--- src/rtl/core/itc_pkg.sv ---
// itc_pkg: shared constants, codes and controller/datapath link types
// for the interval table classifier; no dependencies
package itc_pkg;

  localparam int TABLE_DEPTH_DEF = 256;
  localparam int VALUE_WIDTH_DEF = 32;
  localparam int CFG_W           = 9;
  localparam int SLOT_W          = 8;
  localparam int CLASS_W         = 8;

  // item command codes
  typedef enum logic [0:0] {
    CMD_WRITE  = 1'b0,
    CMD_LOOKUP = 1'b1
  } itc_cmd_code_t;

  // controller states
  typedef enum logic [2:0] {
    S_IDLE,
    S_SEARCH,
    S_END_A,
    S_END_B,
    S_RESULT
  } itc_state_t;

  // table read address select
  typedef enum logic [2:0] {
    RD_HOLD,
    RD_INIT_MID,
    RD_INIT_A,
    RD_STEP_MID,
    RD_STEP_A,
    RD_B
  } itc_rd_sel_t;

  typedef struct packed {
    logic        write_entry;
    logic        ab_init;
    logic        ab_step;
    logic        res_clear;
    logic        res_load;
    logic        out_load;
    itc_rd_sel_t rd_sel;
  } itc_cmd_t;

  typedef struct packed {
    logic is_write;
    logic n_zero;
    logic init_narrow;
    logic match;
    logic next_narrow;
    logic ends_differ;
    logic out_free;
  } itc_status_t;

endpackage

--- src/rtl/core/itc_ctrl.sv ---
// itc_ctrl: sequencer for writes, binary search probes and end checks
// depends on itc_pkg
module itc_ctrl import itc_pkg::*; (
  input  logic        clk,
  input  logic        rst,
  input  logic        in_valid,
  output logic        in_ready,
  input  itc_status_t status,
  output itc_cmd_t    cmd
);

  itc_state_t state;
  itc_state_t state_next;

  always_ff @(posedge clk) begin
    if (rst) begin
      state <= S_IDLE;
    end else begin
      state <= state_next;
    end
  end

  always_comb begin
    state_next = state;
    unique case (state)
      S_IDLE: begin
        if (in_valid) begin
          if (status.is_write || status.n_zero) begin
            state_next = S_RESULT;
          end else if (status.init_narrow) begin
            state_next = S_SEARCH;
          end else begin
            state_next = S_END_A;
          end
        end
      end
      S_SEARCH: begin
        if (status.match) begin
          state_next = S_RESULT;
        end else if (status.next_narrow) begin
          state_next = S_SEARCH;
        end else begin
          state_next = S_END_A;
        end
      end
      S_END_A: begin
        if (!status.match && status.ends_differ) begin
          state_next = S_END_B;
        end else begin
          state_next = S_RESULT;
        end
      end
      S_END_B: state_next = S_RESULT;
      S_RESULT: begin
        if (status.out_free) begin
          state_next = S_IDLE;
        end
      end
      default: state_next = S_IDLE;
    endcase
  end

  always_comb begin
    cmd      = '0;
    cmd.rd_sel = RD_HOLD;
    in_ready = 1'b0;
    unique case (state)
      S_IDLE: begin
        in_ready = 1'b1;
        if (in_valid) begin
          if (status.is_write) begin
            cmd.write_entry = 1'b1;
            cmd.res_clear   = 1'b1;
          end else begin
            cmd.ab_init = 1'b1;
            if (status.n_zero) begin
              cmd.res_clear = 1'b1;
            end else if (status.init_narrow) begin
              cmd.rd_sel = RD_INIT_MID;
            end else begin
              cmd.rd_sel = RD_INIT_A;
            end
          end
        end
      end
      S_SEARCH: begin
        if (status.match) begin
          cmd.res_load = 1'b1;
        end else begin
          cmd.ab_step = 1'b1;
          cmd.rd_sel  = status.next_narrow ? RD_STEP_MID : RD_STEP_A;
        end
      end
      S_END_A: begin
        if (!status.match && status.ends_differ) begin
          cmd.rd_sel = RD_B;
        end else begin
          cmd.res_load = 1'b1;
        end
      end
      S_END_B: cmd.res_load = 1'b1;
      S_RESULT: cmd.out_load = status.out_free;
      default: cmd = '0;
    endcase
  end

endmodule

--- config.mk ---
export PLATFORM = sky130hd
export DESIGN_NAME = itc_ctrl
export DESIGN_NICKNAME = d
export VERILOG_FILES = /design/src/rtl/core/itc_pkg.sv /design/src/rtl/core/itc_ctrl.sv
export SDC_FILE = /design/constraint.sdc
export NUM_CORES = 1
export LEC_CHECK = 0
export BUFFER_PORTS_ARGS = -buffer_cell sky130_fd_sc_hd__buf_2
export CORE_AREA = 2 2 39 41
export DETAILED_ROUTE_END_ITERATION = 8
export DIE_AREA = 0 0 41 43
export RECOVER_POWER = 25
export REMOVE_ABC_BUFFERS = 1
export SLEW_MARGIN = 20
export SYNTH_ARGS = -nofsm -noshare
export SYNTH_HDL_FRONTEND = slang
export SYNTH_SLANG_ARGS = --single-unit
--- constraint.sdc ---
create_clock -name clk -period 2.55 [get_ports clk]
set_clock_uncertainty 0.05 [all_clocks]
set_input_delay 0.1275 -clock clk [delete_from_list [all_inputs] [get_ports clk]]
set_output_delay 0.1275 -clock clk [all_outputs]
set_load 0.005 [all_outputs]
==> results.sh <==
export IMPL_hold_violations=0
export IMPL_grt_max_degree=10
export IMPL_diodes=0
export IMPL_utilization_pct=28.84
export IMPL_grt_pass1_vias=304
export IMPL_cts_tree="built"
export IMPL_via_per_inst=4.568
export IMPL_worstPathArrival_ns=1.69
export IMPL_hpwl_um=606
export IMPL_yosys_most_used_dff="dfxtp_1"
export IMPL_regMostFlops="state"
export IMPL_vias=338
export IMPL_path_delay_family="simple AND/OR/NAND/NOR gates"
export IMPL_r2r_start="state[2]"
export IMPL_synthArstFlopShare_pct=0
export IMPL_critPathLaunch="state[2]"
export IMPL_synth_top_area_share_pct=21.92
export IMPL_clockBufferDepth=2
export IMPL_drt_iter0_drc=4
export IMPL_synth_common_cells="4 x nor2_1, 3 x dfxtp_1, 3 x nand2_1"
export IMPL_start_kind="register"
export IMPL_final_cells=74
export IMPL_grt_pass1_wl_mm=1.193
export IMPL_finalSetupViolCount=0
export IMPL_relSlewSlack_pct=54.16
export IMPL_wire_per_inst_um=9.905
export IMPL_pwr_share_clk_pct=45.7
export IMPL_syn_inst=36
export IMPL_synth_most_common_cell="nor2_1"
export IMPL_yosysSeqAreaShare_pct=21.92
export IMPL_die_width_um=41
export IMPL_pwr_share_comb_pct=24.1
export IMPL_cpMaxStageDelayCell="nor3_1"
export IMPL_grt_util_all_layers_pct=10.23
export IMPL_numPortBuffers=19
export IMPL_top_regs="state: 3 flops"
export IMPL_dp_cells=70
export IMPL_ys_types=23
export IMPL_clock_insertion_delay_worst_skew_ns=0.23
export IMPL_worst_path_max_fanout=8
export IMPL_syn_area_per_cell_um2=7.611
export IMPL_fin_tns_setup_ns=0
export IMPL_p_leak_nw=0.2034
export IMPL_cp_data_required_time_ns=2.37
export IMPL_largest_reg_flops=3
export IMPL_path_cells="nor3_1 > nand3_1 > o21ai_0 > buf_2"
export IMPL_yosys_warnings=0
export IMPL_cts_resized=0
export IMPL_drtPass1Iterations=3
export IMPL_worstSetupPathType="register to output pin"
export IMPL_rows=14
export IMPL_clk_pin_slew_worst_paths_ns=0.04
export IMPL_synth_edf_count=0
export IMPL_post_cts_buffers=0
export IMPL_drive_gt1_share_pct=44.83
export IMPL_gp_congestion=0.6863
export IMPL_cts_sinks=3
export IMPL_numCtsBuffers=3
export IMPL_initial_core_util_pct=19.80
export IMPL_worstHoldStart="status[0]"
export IMPL_synthTopCellsByArea="dfxtp_1 22%, nand3b_1 5.5%, nor2_1 5.5%"
export IMPL_drc_errors=0
export IMPL_syn_cell_area_um2=274.0
export IMPL_period_share_pct=73.40
export IMPL_cellPowerDensity_nw_per_um2=452.1
export IMPL_worstMarginPinSlew_ns=0.6824
export IMPL_path_buf_inv=1
export IMPL_critPathCaptureType="output pin"
export IMPL_cts_max_level=1
export IMPL_drv_cap=0
export IMPL_die_h_um=43
export IMPL_pin_count=20
export IMPL_syn2layout_area_growth_pct=45.66
export IMPL_drv_slew=0
export IMPL_min_period_ns=1.872
export IMPL_synth_top_area_cell="dfxtp_1"
export IMPL_peakVddDrop_mv=0.1826
export IMPL_netSwitchingFraction_pct=27.96
export IMPL_core_um2=1384
export IMPL_root_buffer="clkbuf_4"
export IMPL_rsz0062_at_grt="no"
export IMPL_cts_hold_buf=0
export IMPL_power_frac_seq_pct=30.2
export IMPL_slowest_delay_ns=0.61
export IMPL_fmax_mhz=534.3
export IMPL_ys_ff_latch=3
export IMPL_num_nets_final=69
export IMPL_hp_class="input port to register"
export IMPL_final_antenna_net_count=0
export IMPL_antenna_found_initial=0
export IMPL_overflow=0
export IMPL_totalWireLength_um=733
export IMPL_switchingPower_uw=50.45
export IMPL_die_area_um2=1763
export IMPL_p_int_uw=130.0
export IMPL_status="finished clean"
-- final cells by class --
cell class / instances / area (um2)
fill: 163 / 984.7
sequential: 3 / 60.06
inverter: 1 / 3.754
clock buffer: 4 / 26.28
multi-input combinational: 31 / 193.9
tap: 16 / 20.02
timing repair buffer: 19 / 95.09
-- cells by family (layout without fill, tap and decap cells) --
| family | after synthesis | after routing | share of synthesized area [%] |
|---|---|---|---|
| buf+inv | 2 | 24 | 5.478 |
| simple gates | 22 | 22 | 47.49 |
| flops | 3 | 3 | 21.92 |
| compound gates | 9 | 9 | 25.12 |
-- routing by layer --
metal	track usage [%]	part of all wire, %
met4	8.000	0
met1	12.50	43
met3	3.141	7.4
met2	14.06	49
met5	0	0
-- final timing paths --
kind / to / slack [ns] / cells past startpoint
setup / recovery: cmd[0] / 0.68 / 4
hold / removal: state[2] / 0.06 / 2
setup reg to reg: state[1] / 1.05 / 3
hold reg to reg: state[2] / 0.53 / 2
-- per-stage QoR --
step / hold slack (ns) / total power, mW / worst slack (ns) / cell area, um2
floorplan: 0.1918 / 0.07708 / 1.239 / 262.8
global placement: 0.3012 / 0.09942 / 1.163 / 377.9
detailed placement: 0.3073 / 0.1001 / 1.152 / 377.9
CTS: 0.05955 / 0.1857 / 0.8827 / 404.1
global route: 0.06038 / 0.1981 / 0.4806 / 399.1
finish: 0.06396 / 0.1805 / 0.6783 / 399.1
-- power by group through the flow --
| stage | registers [mW] | logic, mW | clock network [mW] |
|---|---|---|---|
| after floorplan | 0.0544 | 0.0226 | 0 |
| after global placement | 0.0555 | 0.0439 | 0 |
| after CTS | 0.0549 | 0.0449 | 0.0860 |
| after detailed placement | 0.0556 | 0.0445 | 0 |
| final | 0.0545 | 0.0435 | 0.0824 |
| after global routing | 0.0551 | 0.0491 | 0.0939 |
-- worst register-to-register path, cell delays in order, from the launching register on --
cell	delay, ns
dfxtp_1	0.37
nor3_1	0.61
and3_2	0.30
o21ba_1	0.12
-- cell usage in the layout, fill, tap and decap left out, types with 2 or more instances in the layout --
cell      instances
nand2_1           3
a21oi_1           2
clkbuf_4          3
nand3_1           2
o21ai_0           2
and3_1            2
dfxtp_1           3
nor2_1            4
nand3b_1          2
nor3_1            3
buf_2            19
(Power assumes the default switching activity.)
